===== config.mk =====
export PLATFORM = sky130hd
export DESIGN_NAME = unsigned_nonrestoring_divider
export DESIGN_NICKNAME = d
export VERILOG_FILES = /design/src/design/nrdiv_pkg.sv /design/src/design/nrdiv_cell.sv /design/src/design/nrdiv_fix.sv /design/src/design/unsigned_nonrestoring_divider.sv
export SDC_FILE = /design/constraint.sdc
export NUM_CORES = 1
export LEC_CHECK = 0
export ABC_CLOCK_PERIOD_IN_PS = 6500
export BUFFER_PORTS_ARGS = -buffer_cell sky130_fd_sc_hd__buf_2
export CAP_MARGIN = 40
export CORE_MARGIN = 2
export CORE_UTILIZATION = 57
export DETAILED_ROUTE_END_ITERATION = 12
export GPL_ROUTABILITY_DRIVEN = 0
export PLACE_DENSITY = 0.78
export RECOVER_POWER = 50
export SYNTH_ARGS = -nofsm -noshare
export SYNTH_HDL_FRONTEND = slang
export SYNTH_SLANG_ARGS = --single-unit

===== constraint.sdc =====
create_clock -name i_clk -period 6.5 [get_ports i_clk]
set_input_delay 1.3 -clock i_clk [delete_from_list [all_inputs] [get_ports i_clk]]
set_output_delay 1.3 -clock i_clk [all_outputs]
set_load 0.03 [all_outputs]

===== src/design/nrdiv_pkg.sv =====
`default_nettype none

package nrdiv_pkg;

    localparam int FIELD_W = 16;

    typedef enum logic {
        STATUS_OK       = 1'b0,
        STATUS_DIV_ZERO = 1'b1
    } t_status;

    typedef struct packed {
        t_status              status;
        logic [FIELD_W-1:0]   remainder;
        logic [FIELD_W-1:0]   quotient;
    } t_result;

endpackage

`default_nettype wire


===== src/design/nrdiv_cell.sv =====
`default_nettype none

module nrdiv_cell #(
    parameter int WIDTH = 16
) (
    input  wire logic               i_clk,
    input  wire logic               i_rst_n,
    input  wire logic               i_valid,
    output logic                    o_ready,
    input  wire logic [WIDTH:0]     i_part,
    input  wire logic [WIDTH-1:0]   i_dq,
    input  wire logic [WIDTH-1:0]   i_dvs,
    input  wire logic               i_zero,
    output logic                    o_valid,
    input  wire logic               i_ready,
    output logic [WIDTH:0]          o_part,
    output logic [WIDTH-1:0]        o_dq,
    output logic [WIDTH-1:0]        o_dvs,
    output logic                    o_zero
);

    logic                   r_valid;
    logic [WIDTH:0]         r_part;
    logic [WIDTH-1:0]       r_dq;
    logic [WIDTH-1:0]       r_dvs;
    logic                   r_zero;

    logic signed [WIDTH+1:0] w_shift;
    logic signed [WIDTH+1:0] w_m;
    logic signed [WIDTH+1:0] w_sum;
    logic [WIDTH:0]          n_part;
    logic [WIDTH-1:0]        n_dq;

    // The partial remainder is shifted left, taking in the next dividend bit, and the
    // divisor is added when it was negative and subtracted otherwise.
    always_comb begin
        w_shift = $signed({i_part, i_dq[WIDTH-1]});
        w_m     = $signed({2'b00, i_dvs});
        if (i_part[WIDTH]) begin
            w_sum = w_shift + w_m;
        end else begin
            w_sum = w_shift - w_m;
        end
        n_part = w_sum[WIDTH:0];
        n_dq   = {i_dq[WIDTH-2:0], ~w_sum[WIDTH+1]};
    end

    assign o_ready = !r_valid || i_ready;

    always_ff @(posedge i_clk) begin
        if (!i_rst_n) begin
            r_valid <= 1'b0;
        end else if (o_ready) begin
            r_valid <= i_valid;
        end
    end

    always_ff @(posedge i_clk) begin
        if (o_ready && i_valid) begin
            r_part <= n_part;
            r_dq   <= n_dq;
            r_dvs  <= i_dvs;
            r_zero <= i_zero;
        end
    end

    assign o_valid = r_valid;
    assign o_part  = r_part;
    assign o_dq    = r_dq;
    assign o_dvs   = r_dvs;
    assign o_zero  = r_zero;

endmodule

`default_nettype wire


===== src/design/nrdiv_fix.sv =====
`default_nettype none

module nrdiv_fix #(
    parameter int WIDTH = 16
) (
    input  wire logic               i_clk,
    input  wire logic               i_rst_n,
    input  wire logic               i_valid,
    output logic                    o_ready,
    input  wire logic [WIDTH:0]     i_part,
    input  wire logic [WIDTH-1:0]   i_quo,
    input  wire logic [WIDTH-1:0]   i_dvs,
    input  wire logic               i_zero,
    output logic                    o_valid,
    input  wire logic               i_ready,
    output nrdiv_pkg::t_result      o_result
);

    logic                   r_valid;
    nrdiv_pkg::t_result     r_result;
    nrdiv_pkg::t_result     n_result;
    logic [WIDTH:0]         w_rem;

    // A negative final remainder has the divisor added back once.
    always_comb begin
        if (i_part[WIDTH]) begin
            w_rem = i_part + {1'b0, i_dvs};
        end else begin
            w_rem = i_part;
        end
        if (i_zero) begin
            n_result.quotient  = '0;
            n_result.remainder = '0;
            n_result.status    = nrdiv_pkg::STATUS_DIV_ZERO;
        end else begin
            n_result.quotient  = nrdiv_pkg::FIELD_W'(i_quo);
            n_result.remainder = nrdiv_pkg::FIELD_W'(w_rem[WIDTH-1:0]);
            n_result.status    = nrdiv_pkg::STATUS_OK;
        end
    end

    assign o_ready = !r_valid || i_ready;

    always_ff @(posedge i_clk) begin
        if (!i_rst_n) begin
            r_valid <= 1'b0;
        end else if (o_ready) begin
            r_valid <= i_valid;
        end
    end

    always_ff @(posedge i_clk) begin
        if (o_ready && i_valid) begin
            r_result <= n_result;
        end
    end

    assign o_valid  = r_valid;
    assign o_result = r_result;

endmodule

`default_nettype wire


===== src/design/unsigned_nonrestoring_divider.sv =====
// Each item is registered in every divider cell and then in the correction stage.
// Throughput: one item per cycle unless i_m_tready holds back the output, set by one divider
// cell per quotient bit and one correction stage, each with its own register and handshake.
// Empty stages close up under back-pressure, so o_s_tready falls only when every stage is full.
// Reset (i_rst_n low, synchronous) clears all valid flags; data registers are not reset.
`default_nettype none

module unsigned_nonrestoring_divider #(
    parameter int WIDTH = 16
) (
    input  wire logic       i_clk,
    input  wire logic       i_rst_n,
    input  wire logic       i_s_tvalid,
    output logic            o_s_tready,
    input  wire logic [31:0] i_s_tdata,   // dividend [15:0], divisor [31:16]
    output logic            o_m_tvalid,
    input  wire logic       i_m_tready,
    output logic [31:0]     o_m_tdata,    // quotient [15:0], remainder [31:16]
    output logic [0:0]      o_m_tuser     // status [0]
);

    localparam int STAGES = WIDTH + 1;
    localparam int CNT_W  = $clog2(STAGES + 1);

    logic [WIDTH:0]     w_part  [0:WIDTH];
    logic [WIDTH-1:0]   w_dq    [0:WIDTH];
    logic [WIDTH-1:0]   w_dvs   [0:WIDTH];
    logic               w_zero  [0:WIDTH];
    logic               w_valid [0:WIDTH];
    logic               w_ready [0:WIDTH];

    logic [WIDTH-1:0]   w_dvd_in;
    logic [WIDTH-1:0]   w_dvs_in;
    nrdiv_pkg::t_result w_result;

    assign w_dvd_in = WIDTH'(i_s_tdata[15:0]);
    assign w_dvs_in = WIDTH'(i_s_tdata[31:16]);

    assign w_part[0]  = '0;
    assign w_dq[0]    = w_dvd_in;
    assign w_dvs[0]   = w_dvs_in;
    assign w_zero[0]  = (w_dvs_in == '0);
    assign w_valid[0] = i_s_tvalid;
    assign o_s_tready = w_ready[0];

    for (genvar g = 0; g < WIDTH; g++) begin : g_cell
        nrdiv_cell #(
            .WIDTH (WIDTH)
        ) u_cell (
            .i_clk   (i_clk),
            .i_rst_n (i_rst_n),
            .i_valid (w_valid[g]),
            .o_ready (w_ready[g]),
            .i_part  (w_part[g]),
            .i_dq    (w_dq[g]),
            .i_dvs   (w_dvs[g]),
            .i_zero  (w_zero[g]),
            .o_valid (w_valid[g+1]),
            .i_ready (w_ready[g+1]),
            .o_part  (w_part[g+1]),
            .o_dq    (w_dq[g+1]),
            .o_dvs   (w_dvs[g+1]),
            .o_zero  (w_zero[g+1])
        );
    end

    nrdiv_fix #(
        .WIDTH (WIDTH)
    ) u_fix (
        .i_clk    (i_clk),
        .i_rst_n  (i_rst_n),
        .i_valid  (w_valid[WIDTH]),
        .o_ready  (w_ready[WIDTH]),
        .i_part   (w_part[WIDTH]),
        .i_quo    (w_dq[WIDTH]),
        .i_dvs    (w_dvs[WIDTH]),
        .i_zero   (w_zero[WIDTH]),
        .o_valid  (o_m_tvalid),
        .i_ready  (i_m_tready),
        .o_result (w_result)
    );

    assign o_m_tdata = {w_result.remainder, w_result.quotient};
    assign o_m_tuser = w_result.status;

    // Items in flight, kept for the checks below.
    logic [CNT_W-1:0] r_inflight;
    logic [CNT_W-1:0] n_inflight;

    always_comb begin
        n_inflight = r_inflight;
        if ((i_s_tvalid && o_s_tready) && !(o_m_tvalid && i_m_tready)) begin
            n_inflight = r_inflight + CNT_W'(1);
        end else if (!(i_s_tvalid && o_s_tready) && (o_m_tvalid && i_m_tready)) begin
            n_inflight = r_inflight - CNT_W'(1);
        end
    end

    always_ff @(posedge i_clk) begin
        if (!i_rst_n) begin
            r_inflight <= '0;
        end else begin
            r_inflight <= n_inflight;
        end
    end

    a_err_zero: assert property (@(posedge i_clk) disable iff (!i_rst_n)
        (o_m_tvalid && o_m_tuser[0] == nrdiv_pkg::STATUS_DIV_ZERO) |-> (o_m_tdata == '0))
        else $error("division by zero result carries non-zero data");

    a_stall_cause: assert property (@(posedge i_clk) disable iff (!i_rst_n)
        !o_s_tready |-> (o_m_tvalid && !i_m_tready))
        else $error("input stalled without output back-pressure");

    a_reset_clear: assert property (@(posedge i_clk)
        !i_rst_n |=> !o_m_tvalid)
        else $error("result valid straight after reset");

    a_inflight_max: assert property (@(posedge i_clk) disable iff (!i_rst_n)
        r_inflight <= CNT_W'(STAGES))
        else $error("more items in flight than pipeline stages");

    a_valid_has_item: assert property (@(posedge i_clk) disable iff (!i_rst_n)
        o_m_tvalid |-> (r_inflight != '0))
        else $error("result shown with no item in flight");

endmodule

`default_nettype wire

Yosys cells after proc, flatten, opt, wreduce, memory -nomap -nowiden:

Index checks and enable logic that the tools add are counted.

* register bits after elaboration: 850
* output and inout port bits: 35
* logic and storage cells: 201

* $add $sub $neg: 32
* muxes and demuxes: 17
* bitwise operators: 16
* reductions and logical operators: 52

Operators by type and width (number)
* $add 18x17->18: 15
* $mux 18: 15
* $sub 18x17->18: 15
* $mux 33: 1
* $logic_and 1x1->1: 17
* $logic_not 1->1: 17
* $logic_or 1x1->1: 17
* $sub 1x16->17: 1
* $add 16x16->16: 1
* $logic_not 16->1: 1
* $mux 16: 1
* $not 1->1: 16

Logic depth before layout (Yosys ltp):

Gate-level depths: netlist of run 1.

* depth in word-level cells: 19
* mapped depth: 16
* depth with buffers taken out: 16

Modules after synthesis:

Synthesis of run 1 repeated with hierarchy kept, for this count alone.

* cells, all modules: 3675
* area, all modules: 45615.0 µm²

By module, submodules not included
* nrdiv_cell (g_cell[11].u_cell ...): instances 10, cells each 206, area each 2647.5 µm²
* nrdiv_cell (g_cell[0].u_cell ...): instances 3, cells each 240, area each 2864.0 µm²
* nrdiv_cell (g_cell[10].u_cell): instances 1, cells each 246, area each 2847.7 µm²
* nrdiv_cell (g_cell[8].u_cell): instances 1, cells each 225, area each 2782.7 µm²
* nrdiv_cell (g_cell[9].u_cell): instances 1, cells each 212, area each 2677.6 µm²
* nrdiv_fix: instances 1, cells each 206, area each 2202.1 µm²
* unsigned_nonrestoring_divider: instances 1, cells each 6, area each 37.5 µm²

Worst setup path after synthesis of run 1:

No wires, ideal clock.

* path type: input -> register
* start point: input i_m_tready
* end point: register g_cell[6].u_cell.r_dq[0], enable pin
* arrival: 6.011 ns
* required time: 5.966 ns
* path slack: -0.045 ns
* stages on the path: 6
* buffers on the path: 0
* cells stage by stage: and4b_1 > and3_1 > and2_1 > and3_1 > and3_1 > a21boi_0

* word-level cells in the longest chain between the ends: 12

Ends and longest elaborated chain
* start, declared: RTL line unsigned_nonrestoring_divider.sv:17 `input wire logic i_m_tready,`
* $logic_or 1x1->1: RTL line nrdiv_fix.sv:42 `assign o_ready = !r_valid || i_ready;`
* $logic_or 1x1->1 (10 in a row): RTL line nrdiv_cell.sv:48 `assign o_ready = !r_valid || i_ready;`
* $logic_and 1x1->1: RTL line nrdiv_cell.sv:59 `if (o_ready && i_valid) begin`
* end signal, assigned: RTL line nrdiv_cell.sv:61 `r_dq <= n_dq;`
* end, declared: RTL line nrdiv_cell.sv:24 `logic [WIDTH-1:0] r_dq;`

Every way passes these cells.
A chain may end at the register's enable or synchronous reset.

Worst setup path after layout of run 1:

* start point: input i_m_tready
* end point: output o_s_tready

* word-level cells in the longest chain between the ends: 17

Ends and longest elaborated chain
* $logic_or 1x1->1: RTL line nrdiv_fix.sv:42
* $logic_or 1x1->1 (16 in a row): RTL line nrdiv_cell.sv:48
* end, declared: RTL line unsigned_nonrestoring_divider.sv:14 `output logic o_s_tready,`

Every way passes these cells.

==> impl_results.md, run 1 <==
* Port buffer count at 70
* Initial antenna violation count at 0
* Hold Buf Count CTS at 0
* HP Class: flip-flop to flip-flop
* Final Critical Period at 4.973 ns
* Die H at 277.5 um
* Mapped Area at 0.04264 mm^2
* Clock skew at 0.02653 ns
* Clock power frac at 42.7%
* Worst-Margin Slew at 3.122 ns
* Post-synth EDFFs at 833
* Ranking of synthesized cells by area: edfxtp_1 (59%), ha_1 (8.4%), xor2_1 (5.2%)
* Clk_lat worst skew at 0.65 ns
* Starting Density at 57.46%
* Root Buffer: clkbuf_16
* CP Cell Sequence: buf_2 -> and4b_1 -> and3_1 -> nand2_1 -> nor3_1 -> clkbuf_1 -> nand3_1 -> nor2_1 -> nand2_1 -> buf_2
* Initial DRC count at 1,569
* Int Pwr at 9.287 mW
* Ys async rst share at 0%
* Largest net degree at the start of global routing at 51
* Gr ovfl total at 0
* Failing checks: max-capacitance violations, max-slew violations
* CTS tree: done
* Pwr/cell area at 250.4 mW/mm^2
* Post-Place Setup Slack at 1.764 ns
* Total CTS buffers at 89
* F_max at 0.2011 GHz
* Crit path kind: input pin to primary output
* Prevailing post-synth register cell: edfxtp_1
* Minimum setup slack in the final design at 1.527 ns
* Placed cell areas at 0.04437 mm^2
* H-tree Lvls at 3
* DIE WIDTH at 277.5 um
* Final wirelength at 76.95 mm
* Clock slew seen by the registers of the worst setup and hold paths at 0.05 ns
* Sequential area share after synthesis at 59.47%
* CP required at 5.20 ns
* Syn avg cell area at 12.72 um^2
* DR vias at 25,706
* VDD IR max at 237.4 uV
* DP HPWL at 54.89 mm
* Most common cell in the netlist: edfxtp_1
* Max-cap violations at 6
* Arrival @ worst endpoint at 3.67 ns
* Critical Path Fanout Max at 6
* DRT Pass-1 Iters at 5
* Switching fraction of total power at 21.47%
* Total Nets Final at 3,838
* Final hold vios at 0
* CTS resizes at 0
* Max Slew Vio Count at 271
* First-pass GRT wire length at 125.0 mm
* Total core area at 0.07420 mm^2
* Ports at 71
* Cells after Synth at 3,353
* Worst path max stage delay at 0.41 ns
* Final ANT Viol Nets at 0
* Seq cells post-synth at 850
* Post-route cell area at 0.04723 mm^2
* Clock buffer depth at 3
* Startpoint Class: input pin
* Comb power frac at 5.4%
* RSZ-0062 raised after global routing: false
* CP max-delay cell: and4b_1
* Clk sink count at 850
* Rows at 100
* Top post-synthesis cells by count: edfxtp_1 (833), nor2_1 (322), a21oi_1 (288), ha_1 (287), xor2_1 (252)
* Critical Path End Type: primary output
* Diodes inserted at 0
* Mapped Nets at 3,692
* Status: finished with violations
* DRC Markers at 0
* Sw Pwr at 2.540 mW
* Period utilisation layout at 76.51%
* Leakage at 17.31 nW
* Top cell type's share of synthesized area at 58.67%
* Setup TNS at 0 ns
* Cell variety after synth at 66
* Synth area leader: edfxtp_1
* GRT Total Usage at 19.93%
* Final hold slack at 0.3992 ns
* Worst slew margin at -108.2%
* Seq pwr share at 51.9%
* Area Overhead vs Synth at 10.77%
* Post-DR wirelength/cell at 16.94 um
* Fillers at 5,431
* Post CTS Setup Buffer Count at 0
* Via-to-Cell Ratio at 5.660
* Die area at 0.07700 mm^2
* Share of post-route cells with drive strength above 1 at 7.137%
* Setup violators final at 0
* Vias in the first global route at 25,077
* Synth warnings at 0
## sequential cells by signal, indices dropped and copies added (netlist names)
signal	flops
u_fix.o_result	33
g_cell.u_cell.o_zero	16
u_fix.o_valid	1
g_cell.u_cell.o_valid	16
g_cell.u_cell.o_dvs	256
g_cell.u_cell.o_dq	256
g_cell.u_cell.o_part	272
## layer usage
metal | share of wire [%] | vias to the layer above | track usage (%) | routed length (um)
met4 | 2.5 | 0 | 6.494 | 1962
met3 | 3.4 | 141 | 2.653 | 2578
met1 | 44 | 12322 | 25.25 | 33840
met5 | 0 | - | 0 | 0
met2 | 50 | 445 | 35.42 | 38570
li1 | - | 12798 | - | -
## stage by stage
| step | cells | total power [mW] | utilization, % |
|---|---|---|---|
| 6_report | 4542 | 11.83 | 63.65 |
| 5_1_grt | 4542 | 12.23 | 63.65 |
| 4_1_cts | 4542 | 11.94 | 63.75 |
| 3_5_place_dp | 4377 | 6.885 | 59.80 |
| 3_3_place_gp | 4376 | 6.864 | 59.78 |
| 2_1_floorplan | 3353 | 6.741 | - |
## kinds of logic after synthesis
family	share of synthesized area [%]
and+or+nand+nor	10.14
DFF	59.47
AOI/OAI and AO/OA	9.872
xor gates and xnor gates	9.367
adders and majority gates	9.174
buffers and inverters	1.303
muxes	0.6808
## layout make-up
| cell class | count | area (um^2) | share of cell area, % |
|---|---|---|---|
| repair buffers | 91 | 459.2 | 0.9723 |
| flip-flops and latches | 850 | 25350 | 53.69 |
| clock buffers | 100 | 2332 | 4.938 |
| multi-input cells | 2355 | 16850 | 35.69 |
| clock inverters | 65 | 594.3 | 1.258 |
| inverters | 112 | 420.4 | 0.8902 |
| well taps | 969 | 1212 | 2.567 |
## power by group through the flow
stage	Sequential [mW]	Clock [mW]	Combinational [mW]
floorplan	6.23	0	0.514
global placement	6.25	0	0.613
detailed placement	6.25	0	0.632
CTS	6.14	5.17	0.640
global route	6.14	5.37	0.716
finish	6.14	5.05	0.637
## worst max-delay path, delay by kind of cell
kind / cells / cell delay, ns
buffers and inverters: 3 / 0.70
AND/OR/NAND/NOR: 7 / 1.66
## cells in the final DEF (no fill, tap or decap), types with 26 or more instances in the layout
cell type,synthesis,routed
nor3_1,126,126
nand2b_1,29,29
a21o_1,67,67
xor2_1,252,252
buf_2,0,52
a21oi_1,288,289
or3_1,26,26
edfxtp_1,833,833
nand2_1,138,138
nor2b_1,47,41
o21a_1,35,35
inv_1,112,112
xnor2_1,204,204
o21bai_1,32,32
nand3_1,49,49
clkbuf_16,0,92
clkbuf_1,35,33
ha_1,287,287
o21ai_0,88,89
and3_1,32,32
nor2_1,322,322
a31oi_1,28,27
nor4_1,32,32
## final timing paths
check                                               start                     endpoint  slack (ns)  depth (start not counted)
worst max-delay path                           i_m_tready                   o_s_tready        1.53                         10
worst min-delay path            g_cell[4].u_cell.o_dq[10]    g_cell[5].u_cell.o_dq[11]        0.40                          0
worst max register to register  g_cell[5].u_cell.o_dvs[4]  g_cell[6].u_cell.o_part[16]        2.47                         13
worst min register to register  g_cell[4].u_cell.o_dq[10]    g_cell[5].u_cell.o_dq[11]        0.40                          0
(Power assumes the default switching activity.)
==> inputs of run 2 (changes only) <==
Settings changed: ABC_CLOCK_PERIOD_IN_PS 6500 to 5100, CORE_UTILIZATION 57 to 64, PLACE_DENSITY 0.78 to 0.83.
Clock period 6.5 ns to 5.1 ns, I/O delays scaled along.
==> run 2 against run 1 <==
  * The run still ends with max-capacitance violations, max-slew violations left
  * Sequential share of layout area increased by 0.40 points
  * Setup slack lost 0.84 ns
  * Cell area is 0.74% lower
  * Via count rose by 4.3%
  * Routed wire length rose by 7.8%
  * Clock power grew 19%
  * Clock-buffer cell count grew 15
==> impl_results.md, run 2 (same netlist as run 1, synthesis figures left out) <==
* Status: finished with violations (unchanged)
* Failing checks: max-capacitance violations, max-slew violations (unchanged)
* CP required at 4.08 ns (was 5.20 ns)
* Starting Density at 64.73% (was 57.46%)
* Vias in the first global route at 27,234 (was 25,077)
* Leakage at 17.19 nW (was 17.31 nW)
* CP max-delay cell: and4b_1 (unchanged)
* Worst reg2reg path startpoint: g_cell[4].u_cell.o_dvs[4] (was g_cell[5].u_cell.o_dvs[4])
* Initial antenna violation count at 0 (unchanged)
* Final wirelength at 82.92 mm (was 76.95 mm)
* Area Overhead vs Synth at 9.948% (was 10.77%)
* Die H at 262.1 um (was 277.5 um)
* CP Cell Sequence: buf_2 -> and4b_1 -> and3_1 -> nand2_1 -> nor3_1 -> buf_4 -> nand3_1 -> nor2_1 -> nand2_1 -> buf_2 (was buf_2 -> and4b_1 -> and3_1 -> nand2_1 -> nor3_1 -> clkbuf_1 -> nand3_1 -> nor2_1 -> nand2_1 -> buf_2)
* Min-delay src: g_cell[8].u_cell.o_dq[1] (was g_cell[4].u_cell.o_dq[10])
* First-pass GRT wire length at 134.8 mm (was 125.0 mm)
* Arrival @ worst endpoint at 3.39 ns (was 3.67 ns)
* Rows at 94 (was 100)
* Setup TNS at 0 ns (unchanged)
* Max-cap violations at 7 (was 6)
* Clk_lat worst skew at 0.64 ns (was 0.65 ns)
* Crit path from: i_m_tready (unchanged)
* Most frequent cells in the layout: edfxtp_1 (833), nor2_1 (322), a21oi_1 (288), ha_1 (287), xor2_1 (252) (was edfxtp_1 (833), nor2_1 (322), a21oi_1 (289), ha_1 (287), xor2_1 (252))
* Final Critical Period at 4.410 ns
* Max Slew Vio Count at 247 (was 271)
* Fillers at 4,166 (was 5,431)
* HP Class: flip-flop to flip-flop (unchanged)
* Critical Path End Type: primary output (unchanged)
* DRT Pass-1 Iters at 5 (unchanged)
* DR vias at 26,803 (was 25,706)
* DIE WIDTH at 262.1 um (was 277.5 um)
* Total Nets Final at 3,837 (was 3,838)
* Critical Path Fanout Max at 6 (unchanged)
* Max FFs per register at 272 (unchanged)
* Largest net degree at the start of global routing at 51 (unchanged)
* Ports at 71 (unchanged)
* Placed cell areas at 0.04432 mm^2 (was 0.04437 mm^2)
* Hold Buf Count CTS at 0 (unchanged)
* Clock skew at 0.03644 ns (was 0.02653 ns)
* GRT Total Usage at 24.36% (was 19.93%)
* VDD IR max at 293.9 uV (was 237.4 uV)
* Most common cell after layout, fill and taps aside: edfxtp_1 (unchanged)
* DP HPWL at 59.40 mm (was 54.89 mm)
* Initial DRC count at 2,087 (was 1,569)
* Die area at 0.06870 mm^2 (was 0.07700 mm^2)
* Total CTS buffers at 84 (was 89)
* CTS tree: done (unchanged)
* Post CTS Setup Buffer Count at 0 (unchanged)
* Diodes inserted at 0 (unchanged)
* Worst slew margin at -88.46% (was -108.2%)
* Clock slew seen by the registers of the worst setup and hold paths at 0.07 ns (was 0.05 ns)
* Clock buffer depth at 3 (unchanged)
* Total core area at 0.06586 mm^2 (was 0.07420 mm^2)
* RSZ-0062 raised after global routing: false (unchanged)
* Via-to-Cell Ratio at 6.049 (was 5.660)
* DRC Markers at 0 (unchanged)
* Final ANT Viol Nets at 0 (unchanged)
* Pwr/cell area at 312.8 mW/mm^2 (was 250.4 mW/mm^2)
* CP top delay family: simple AND/OR/NAND/NOR gates (unchanged)
* Root Buffer: clkbuf_16 (unchanged)
* Clk sink count at 850 (unchanged)
* Post-DR wirelength/cell at 18.71 um (was 16.94 um)
* Crit path kind: input pin to primary output (unchanged)
* Startpoint Class: input pin (unchanged)
* Setup violators final at 0 (unchanged)
* F_max at 0.2268 GHz
* Gr ovfl total at 0 (unchanged)
* Final hold vios at 0 (unchanged)
* Share of post-route cells with drive strength above 1 at 6.448% (was 7.137%)
* Worst-Margin Slew at 2.827 ns (was 3.122 ns)
* Port buffer count at 70 (unchanged)
* CTS resizes at 0 (unchanged)
* Worst path max stage delay at 0.38 ns (was 0.41 ns)
* Post-route cell area at 0.04688 mm^2 (was 0.04723 mm^2)
* Buf+Inv Stages, Crit Path at 3 (unchanged)
* Period utilisation layout at 86.47%
* H-tree Lvls at 3 (unchanged)
[run 2: changes by cell type in the layout (fill, tap and decap cells not counted), sizes merged]
| cell | change |
|---|---|
| clkinvlp | -6 |
| inv | -2 |
| clkbuf | +26 |
| clkinv | -13 |
| buf | -7 |
| bufinv | -4 |
[run 2: routing by layer]
metal | wire length [um] | vias to the layer above | share of wire (%) | global-route usage [%]
met5 | 0 | - | 0 | 0
met4 | 2999 | 0 | 3.6 | 9.652
met3 | 3605 | 217 | 4.3 | 3.569
met2 | 43970 | 771 | 53 | 45.20
met1 | 32350 | 13004 | 39 | 28.30
li1 | - | 12811 | - | -
[run 2: final cells by class]
type                    count  area, um^2  area share (%)
inverters                 112       420.4          0.8968
multi-input cells        2355       16840           35.93
well taps                 864        1081           2.306
flip-flops and latches    850       25350           54.09
repair buffers             95       510.5           1.089
clock inverters            40       347.8          0.7420
clock buffers             115        2322           4.954
[run 2: path summary, 6_finish.rpt]
check	slack, ns	end	depth (start not counted)
worst max-delay path	0.69	o_s_tready	10
worst min-delay path	0.41	g_cell[9].u_cell.o_dq[2]	0
worst max register to register	1.02	g_cell[5].u_cell.o_part[16]	14
worst min register to register	0.41	g_cell[9].u_cell.o_dq[2]	0
[run 2: worst register-to-register path, cell delays in order, from the launching register on]
cell      delay (ns)
edfxtp_1        0.45
nor3_1          0.35
nand2_1         0.15
nor4_1          0.29
nand2b_1        0.13
nor4_1          0.65
nor2_1          0.11
xnor2_1         0.17
ha_1            0.24
or3_1           0.38
a211oi_1        0.22
nor3_1          0.14
a211o_1         0.28
a21oi_1         0.17
xnor2_1         0.09
[run 2: metrics by stage]
| stage | instances | utilization, % | power (mW) | hold WS (ns) | setup slack, ns |
|---|---|---|---|---|---|
| after floorplan | 3353 | - | 8.591 | 0.4003 | 0.1468 |
| after global placement | 4271 | 67.14 | 8.741 | 0.4006 | 0.8053 |
| after detailed placement | 4276 | 67.29 | 8.796 | 0.4045 | 0.7707 |
| after CTS | 4431 | 71.35 | 14.76 | 0.4004 | 0.6820 |
| after global routing | 4431 | 71.17 | 15.12 | 0.4167 | 0.5263 |
| final | 4431 | 71.17 | 14.66 | 0.4113 | 0.6901 |
[run 2: where the power goes]
| part | internal [mW] | switching (mW) |
|---|---|---|
| clock network | 3.41 | 2.58 |
| registers | 7.75 | 0.0702 |
| logic | 0.368 | 0.482 |
